===== config.mk =====
export PLATFORM = sky130hd
export DESIGN_NAME = websocket_frame_deframer_unit
export DESIGN_NICKNAME = d
export VERILOG_FILES = /design/src/hdl/wsd_pkg.sv /design/src/hdl/wsd_parser.sv /design/src/hdl/websocket_frame_deframer_unit.sv
export SDC_FILE = /design/constraint.sdc
export NUM_CORES = 1
export LEC_CHECK = 0
export ABC_AREA = 1
export BUFFER_PORTS_ARGS = -buffer_cell sky130_fd_sc_hd__buf_2
export CAP_MARGIN = 20
export CORE_MARGIN = 10
export CORE_UTILIZATION = 56
export DETAILED_ROUTE_END_ITERATION = 10
export PLACE_DENSITY_LB_ADDON = 0.08
export SLEW_MARGIN = 25
export SYNTH_ARGS = -nofsm -noshare
export SYNTH_HDL_FRONTEND = slang
export SYNTH_SLANG_ARGS = --single-unit
export TNS_END_PERCENT = 1

===== constraint.sdc =====
create_clock -name i_clk -period 2.65 [get_ports i_clk]
set_clock_uncertainty 0.2 [all_clocks]
set_input_delay 0.3975 -clock i_clk [delete_from_list [all_inputs] [get_ports i_clk]]
set_output_delay 0.3975 -clock i_clk [all_outputs]
set_load 0.005 [all_outputs]

===== src/hdl/wsd_pkg.sv =====
package wsd_pkg;

    // parse phase codes
    localparam logic [2:0] PH_HDR0  = 3'd0;
    localparam logic [2:0] PH_HDR1  = 3'd1;
    localparam logic [2:0] PH_EXT16 = 3'd2;
    localparam logic [2:0] PH_EXT64 = 3'd3;
    localparam logic [2:0] PH_KEY   = 3'd4;
    localparam logic [2:0] PH_DATA  = 3'd5;

    // result kinds
    localparam logic [1:0] KIND_DATA      = 2'd0;
    localparam logic [1:0] KIND_EMPTY     = 2'd1;
    localparam logic [1:0] KIND_BAD_OP    = 2'd2;
    localparam logic [1:0] KIND_UNMASKED  = 2'd3;

    // accepted frame opcodes
    localparam logic [3:0] OP_CONT        = 4'h0;
    localparam logic [3:0] OP_TEXT        = 4'h1;
    localparam logic [3:0] OP_BIN         = 4'h2;
    localparam logic [3:0] OP_CLOSE       = 4'h8;
    localparam logic [3:0] OP_PING        = 4'h9;
    localparam logic [3:0] OP_PONG        = 4'hA;

    // opcodes and length markers
    localparam logic [3:0] OP_CONTROL_MIN = 4'h8;
    localparam logic [6:0] LEN_EXT16      = 7'd126;
    localparam logic [6:0] LEN_EXT64      = 7'd127;
    localparam logic [3:0] EXT16_BYTES    = 4'd2;
    localparam logic [3:0] EXT64_BYTES    = 4'd8;
    localparam logic [3:0] KEY_BYTES      = 4'd4;

    typedef struct packed {
        logic       valid;
        logic [1:0] kind;
        logic [7:0] payload_byte;
        logic [3:0] frame_opcode;
        logic [3:0] message_opcode;
        logic       final_fragment;
        logic       frame_last;
    } t_result;

endpackage


===== src/hdl/wsd_parser.sv =====
module wsd_parser (
    input  logic             i_clk,
    input  logic             i_rst_n,
    input  logic             i_take,
    input  logic [7:0]       i_rx_byte,
    input  logic             i_require_mask,
    output wsd_pkg::t_result o_res
);
    import wsd_pkg::*;

    logic [2:0]  r_phase,   n_phase;
    logic [3:0]  r_cnt,     n_cnt;
    logic        r_fin,     n_fin;
    logic [3:0]  r_cur_op,  n_cur_op;
    logic [3:0]  r_msg_op,  n_msg_op;
    logic        r_in_msg,  n_in_msg;
    logic        r_mask,    n_mask;
    logic [63:0] r_len,     n_len;
    logic [31:0] r_key,     n_key;
    logic [1:0]  r_kidx,    n_kidx;
    logic        r_halted,  n_halted;

    logic [3:0]  cnt_inc;
    logic [3:0]  ext_need;
    logic [7:0]  key_byte;
    t_result     res;

    assign cnt_inc  = r_cnt + 4'd1;
    assign ext_need = (r_phase == PH_EXT16) ? EXT16_BYTES : EXT64_BYTES;

    always_comb begin
        case (r_kidx)
            2'd0:    key_byte = r_key[31:24];
            2'd1:    key_byte = r_key[23:16];
            2'd2:    key_byte = r_key[15:8];
            default: key_byte = r_key[7:0];
        endcase
    end

    always_comb begin
        n_phase  = r_phase;
        n_cnt    = r_cnt;
        n_fin    = r_fin;
        n_cur_op = r_cur_op;
        n_msg_op = r_msg_op;
        n_in_msg = r_in_msg;
        n_mask   = r_mask;
        n_len    = r_len;
        n_key    = r_key;
        n_kidx   = r_kidx;
        n_halted = r_halted;
        res      = '0;

        if (!r_halted) begin
            case (r_phase)
                PH_HDR1: begin
                    n_mask = i_rx_byte[7];
                    n_key  = '0;
                    if (!i_rx_byte[7] && i_require_mask) begin
                        n_halted   = 1'b1;
                        res.valid  = 1'b1;
                        res.kind   = KIND_UNMASKED;
                        res.frame_last = 1'b1;
                    end else begin
                        n_cnt = '0;
                        n_len = '0;
                        if (i_rx_byte[6:0] == LEN_EXT16) begin
                            n_phase = PH_EXT16;
                        end else if (i_rx_byte[6:0] == LEN_EXT64) begin
                            n_phase = PH_EXT64;
                        end else begin
                            n_len = {57'd0, i_rx_byte[6:0]};
                            if (i_rx_byte[7]) begin
                                n_phase = PH_KEY;
                            end else begin
                                n_kidx = '0;
                                if (i_rx_byte[6:0] == 7'd0) begin
                                    n_phase        = PH_HDR0;
                                    res.valid      = 1'b1;
                                    res.kind       = KIND_EMPTY;
                                    res.frame_last = 1'b1;
                                end else begin
                                    n_phase = PH_DATA;
                                end
                            end
                        end
                    end
                end
                PH_EXT16, PH_EXT64: begin
                    n_len = {r_len[55:0], i_rx_byte};
                    n_cnt = cnt_inc;
                    if (cnt_inc >= ext_need) begin
                        n_cnt = '0;
                        if (r_mask) begin
                            n_phase = PH_KEY;
                        end else begin
                            n_kidx = '0;
                            if (n_len == 64'd0) begin
                                n_phase        = PH_HDR0;
                                res.valid      = 1'b1;
                                res.kind       = KIND_EMPTY;
                                res.frame_last = 1'b1;
                            end else begin
                                n_phase = PH_DATA;
                            end
                        end
                    end
                end
                PH_KEY: begin
                    n_key = {r_key[23:0], i_rx_byte};
                    n_cnt = cnt_inc;
                    if (cnt_inc >= KEY_BYTES) begin
                        n_cnt  = '0;
                        n_kidx = '0;
                        if (r_len == 64'd0) begin
                            n_phase        = PH_HDR0;
                            res.valid      = 1'b1;
                            res.kind       = KIND_EMPTY;
                            res.frame_last = 1'b1;
                        end else begin
                            n_phase = PH_DATA;
                        end
                    end
                end
                PH_DATA: begin
                    n_kidx = r_kidx + 2'd1;
                    n_len  = r_len - 64'd1;
                    res.valid        = 1'b1;
                    res.kind         = KIND_DATA;
                    res.payload_byte = i_rx_byte ^ key_byte;
                    res.frame_last   = (n_len == 64'd0);
                    if (n_len == 64'd0) begin
                        n_phase = PH_HDR0;
                    end
                end
                default: begin
                    // first header byte
                    n_fin    = i_rx_byte[7];
                    n_cur_op = i_rx_byte[3:0];
                    if (!(i_rx_byte[3:0] inside
                          {[OP_CONT:OP_BIN], OP_CLOSE, OP_PING, OP_PONG})) begin
                        n_halted       = 1'b1;
                        res.valid      = 1'b1;
                        res.kind       = KIND_BAD_OP;
                        res.frame_last = 1'b1;
                    end else begin
                        if (i_rx_byte[3:0] < OP_CONTROL_MIN) begin
                            if (i_rx_byte[3:0] != OP_CONT || !r_in_msg) begin
                                n_msg_op = i_rx_byte[3:0];
                            end
                            n_in_msg = !i_rx_byte[7];
                        end
                        n_phase = PH_HDR1;
                    end
                end
            endcase
        end

        // tags come from the frame state as updated by this word
        res.frame_opcode   = n_cur_op;
        res.message_opcode = (n_cur_op >= OP_CONTROL_MIN) ? n_cur_op : n_msg_op;
        res.final_fragment = n_fin;
    end

    assign o_res = res;

    always_ff @(posedge i_clk) begin
        if (!i_rst_n) begin
            r_phase  <= PH_HDR0;
            r_cnt    <= '0;
            r_fin    <= 1'b1;
            r_cur_op <= '0;
            r_msg_op <= '0;
            r_in_msg <= 1'b0;
            r_mask   <= 1'b0;
            r_len    <= '0;
            r_key    <= '0;
            r_kidx   <= '0;
            r_halted <= 1'b0;
        end else if (i_take) begin
            r_phase  <= n_phase;
            r_cnt    <= n_cnt;
            r_fin    <= n_fin;
            r_cur_op <= n_cur_op;
            r_msg_op <= n_msg_op;
            r_in_msg <= n_in_msg;
            r_mask   <= n_mask;
            r_len    <= n_len;
            r_key    <= n_key;
            r_kidx   <= n_kidx;
            r_halted <= n_halted;
        end
    end

endmodule


===== src/hdl/websocket_frame_deframer_unit.sv =====
// channel   direction  signals                         contents
// s_axis    in         tvalid tready tdata[7:0]        raw received byte
// m_axis    out        tvalid tready tdata tuser tlast one parsed word per result
// cfg       in         i_cfg_valid o_cfg_ready data    require_mask bit
//
// one byte is taken per cycle unless s_axis stalls; header parsing, length handling
// and unmasking are done in one pass from the parse state to the output register.
// the result of an accepted byte is registered and shown on m_axis in the next cycle.
// synchronous active-low reset returns to the first header byte, require_mask 1.
// s_axis stalls only while a result sits in the output register and m_axis is
// not ready; after a fatal error the unit keeps taking bytes and drops them.
module websocket_frame_deframer_unit (
    input  logic        i_clk,
    input  logic        i_rst_n,
    // stream in
    input  logic        s_axis_tvalid,
    output logic        s_axis_tready,
    input  logic [7:0]  s_axis_tdata,   // [7:0] rx_byte
    // stream out
    output logic        m_axis_tvalid,
    input  logic        m_axis_tready,
    output logic [23:0] m_axis_tdata,   // [7:0] payload_byte, [11:8] frame_opcode,
                                        // [15:12] message_opcode, [16] final_fragment,
                                        // [23:17] zero
    output logic [1:0]  m_axis_tuser,   // [1:0] kind
    output logic        m_axis_tlast,   // frame_last
    // configuration
    input  logic        i_cfg_valid,
    output logic        o_cfg_ready,
    input  logic        i_cfg_data      // require_mask
);
    import wsd_pkg::*;

    logic    r_require_mask;
    logic    r_out_valid;
    t_result r_out;
    t_result res;
    logic    take;

    // output register free or being drained this cycle
    assign s_axis_tready = !r_out_valid || m_axis_tready;
    assign take          = s_axis_tvalid && s_axis_tready;
    assign o_cfg_ready   = 1'b1;

    always_ff @(posedge i_clk) begin
        if (!i_rst_n) begin
            r_require_mask <= 1'b1;
        end else if (i_cfg_valid) begin
            r_require_mask <= i_cfg_data;
        end
    end

    wsd_parser u_parser (
        .i_clk          (i_clk),
        .i_rst_n        (i_rst_n),
        .i_take         (take),
        .i_rx_byte      (s_axis_tdata),
        .i_require_mask (r_require_mask),
        .o_res          (res)
    );

    // output register, loaded only when the byte gives a result
    always_ff @(posedge i_clk) begin
        if (!i_rst_n) begin
            r_out_valid <= 1'b0;
        end else if (take) begin
            r_out_valid <= res.valid;
        end else if (m_axis_tready) begin
            r_out_valid <= 1'b0;
        end
    end

    always_ff @(posedge i_clk) begin
        if (take && res.valid) begin
            r_out <= res;
        end
    end

    assign m_axis_tvalid = r_out_valid;
    assign m_axis_tdata  = {7'd0, r_out.final_fragment, r_out.message_opcode,
                            r_out.frame_opcode, r_out.payload_byte};
    assign m_axis_tuser  = r_out.kind;
    assign m_axis_tlast  = r_out.frame_last;

endmodule


==> impl_metrics.json <==
{
  "synth.avg_cell_area_sq_um": 6.34,
  "fp.dieH_um": 146,
  "maxCapViolations": 0,
  "synth_seq_cells": 139,
  "yosysSeqAreaShare_pct": 33.4,
  "fillCellCount": 1310,
  "setup.worst_path.start_class": "register",
  "cp.required_ns": 2.74,
  "synthTopCellsByArea": "dfxtp_1, nand2_1, nor2_1",
  "failed_checks": "negative setup slack",
  "final_common_cell": "nand2_1",
  "via_count": 10400,
  "root_buffer": "clkbuf_16",
  "outcome": "finished with violations",
  "path_cells": "ha_4 -> inv_4 -> ha_4 -> nand2_2 -> nand3_2 -> a21oi_4 -> nor4_4 -> a21oi_2 -> buf_4 -> buf_4 -> buf_4 -> buf_4 -> buf_4 -> buf_4 -> a21oi_2",
  "ant_nets": 0,
  "numCtsBuffers": 17,
  "htreeDepth": 4,
  "path_common_cell": "buf_4",
  "route.met3.wl_um": 2400,
  "port_buffers": 35,
  "holdCritPathClass": "primary input to register",
  "insertedDiodeCount": 0,
  "syn_area_sq_um": 8930,
  "layout_min_cycle_time_ns": 2.72,
  "grt.overflow.total": 0,
  "drtPass1Iterations": 5,
  "core_sq_um": 15800,
  "end_kind": "register",
  "whs_ns": 0.0614,
  "wl_per_cell_um": 18.1,
  "tightest_slew_ns": 0.703,
  "worst_slack_ns": -0.0739,
  "totalWireLength_um": 32900,
  "initial_core_util_pct": 56.6,
  "yosys_warnings": 0,
  "synth_top_area_share_pct": 26.7,
  "gp_congestion": 0.973,
  "async_flop_share_pct": 0,
  "cp_slowest_cell": "dfxtp_4",
  "grt_pass1_wl_um": 50500,
  "vias_per_cell": 5.71,
  "slew_viol_final": 0,
  "cts_sinks": 139,
  "ys_types": 47,
  "grt_pass1_vias": 9826,
  "post-route-period-util_pct": 103,
  "drcViolationCount": 0,
  "grt_max_degree": 96,
  "hold_violations": 0,
  "rsz0062_at_grt": "yes",
  "synth_cells": 1409,
  "crit_fanout": 3,
  "pin_count": 44,
  "antenna_found_initial": 0,
  "clockBufferDepth": 2,
  "critical_path.max_stage_delay_ns": 0.36,
  "wl_met1_um": 12700,
  "relSlewSlack_pct": 53.1,
  "syn2layout_area_growth_pct": 30.8,
  "nNetsFinal": 1618,
  "track_usage_pct": 29.2,
  "cts_tree": "done",
  "route.top_layer_used": "met4",
  "critPathArrivalTime_ns": 2.81,
  "die_x_um": 146,
  "setup_viol": 25,
  "rows": 46,
  "final_layout_size_suffix_gt1_share_pct": 24.4,
  "synth_largest_area_cell": "dfxtp_1",
  "layout_common_cells": "nand2_1, nor2_1, buf_4",
  "clock_latency_ns": 0.44,
  "dp_hpwl_um": 23000,
  "die_area_sq_um": 21400,
  "max_freq_mhz": 367,
  "crit_type": "register to register",
  "first_iter_violations": 943,
  "synth-edff-count": 20,
  "met2_length_um": 16100,
  "ys.flop_type": "dfxtp_1",
  "clk_pin_slew_ns": 0.06
}
## per-stage QoR
stage | util [%] | setup TNS [ns] | setup slack (ns) | cells | area, sq um
after floorplan | - | 0 | 0.0448 | 1415 | 8950
after global placement | 66.3 | -0.509 | -0.138 | 1770 | 10500
after detailed placement | 66.3 | -0.944 | -0.0853 | 1770 | 10500
after CTS | 72.5 | -0.395 | -0.0236 | 1818 | 11400
after global routing | 74.0 | -4.44 | -0.177 | 1824 | 11700
final | 74.0 | -1.23 | -0.0739 | 1824 | 11700
## synthesized netlist by cell type (2+ instances only)
cell,instances
a211oi_1,9
a21oi_1,141
a221oi_1,49
buf_1,8
buf_2,9
buf_4,8
clkbuf_1,32
conb_1,2
dfxtp_1,119
edfxtp_1,20
ha_1,9
inv_1,134
inv_2,7
nand2_1,409
nand2_2,11
nand2_4,2
nand3_1,69
nand3b_1,6
nand4_1,8
nor2_1,209
nor2_2,11
nor2_4,8
nor2_8,2
nor3_1,13
nor4_1,5
o211ai_1,8
o21ai_0,51
o21ai_1,7
o22ai_1,2
or2_2,8
xnor2_1,3
xor2_1,15
## registers in the layout, summed over array words and instances, names as in the netlist
signal,cells
u_parser.r_fin,1
u_parser.r_cur_op,4
u_parser.r_kidx,2
m_axis_tvalid,1
u_parser.r_msg_op,4
u_parser.r_len,64
u_parser.r_cnt,4
m_axis_tuser,2
r_require_mask,1
u_parser.r_phase,3
m_axis_tdata,17
u_parser.r_in_msg,1
u_parser.r_halted,1
u_parser.r_key,32
u_parser.r_mask,1
m_axis_tlast,1
## critical path: cells and delay by family (launching register included)
kind            cells  cell delay (ns)
simple gates        3             0.43
buf+inv             7             0.78
compound gates      3             0.28
fa+ha+maj           2             0.54
flops               1             0.36
## path summary, 6_finish.rpt
| check | depth (start not counted) | endpoint | slack (ns) | from |
|---|---|---|---|---|
| worst max-delay path | 15 | m_axis_tuser[0] | -0.07 | u_parser.r_cnt[1] |
| worst min-delay path | 4 | m_axis_tvalid | 0.06 | m_axis_tready |
| worst max register to register | 15 | m_axis_tuser[0] | -0.07 | u_parser.r_cnt[1] |
| worst min register to register | 2 | u_parser.r_key[29] | 0.27 | u_parser.r_key[29] |
## cell families after synthesis
kind of cell	count (synthesis)	share of synthesized area (%)
and+or+nand+nor	768	36.5
AOI/OAI and AO/OA	274	18.2
buffers and inverters	199	8.83
DFF	139	33.4
xor gates and xnor gates	18	1.77
adders and majority gates	9	1.26
other	2	0.0841
## per-layer routing
metal | vias up | global-route usage, %
met5 | - | 0
met4 | 0 | 14.8
met3 | 109 | 5.47
met2 | 521 | 51.1
met1 | 4791 | 33.3
li1 | 5003 | -
## timing repair
| item | CTS | global route |
|---|---|---|
| hold endpoints to repair | 1 | 0 |
| cloned | 2 | 1 |
| setup endpoints to repair | 24 | 60 |
| resized for setup | 57 | 58 |
| pin swaps | 23 | 14 |
| buffers inserted | 12 | 5 |
| hold buffers | 2 | 0 |
## layout make-up
cell class / instances / area [sq um] / area share, %
multi-input cells: 1077 / 5560 / 47.7
flip-flops and latches: 139 / 3010 / 25.7
repair buffers: 217 / 1690 / 14.4
inverters: 142 / 543 / 4.65
clock buffers: 19 / 454 / 3.89
well taps: 216 / 270 / 2.32
clock inverters: 13 / 145 / 1.24
repair inverters: 1 / 5.00 / 0.0429
Power is not shown: default switching activity piles up to over one toggle a cycle in this logic, so the estimate is an artifact.
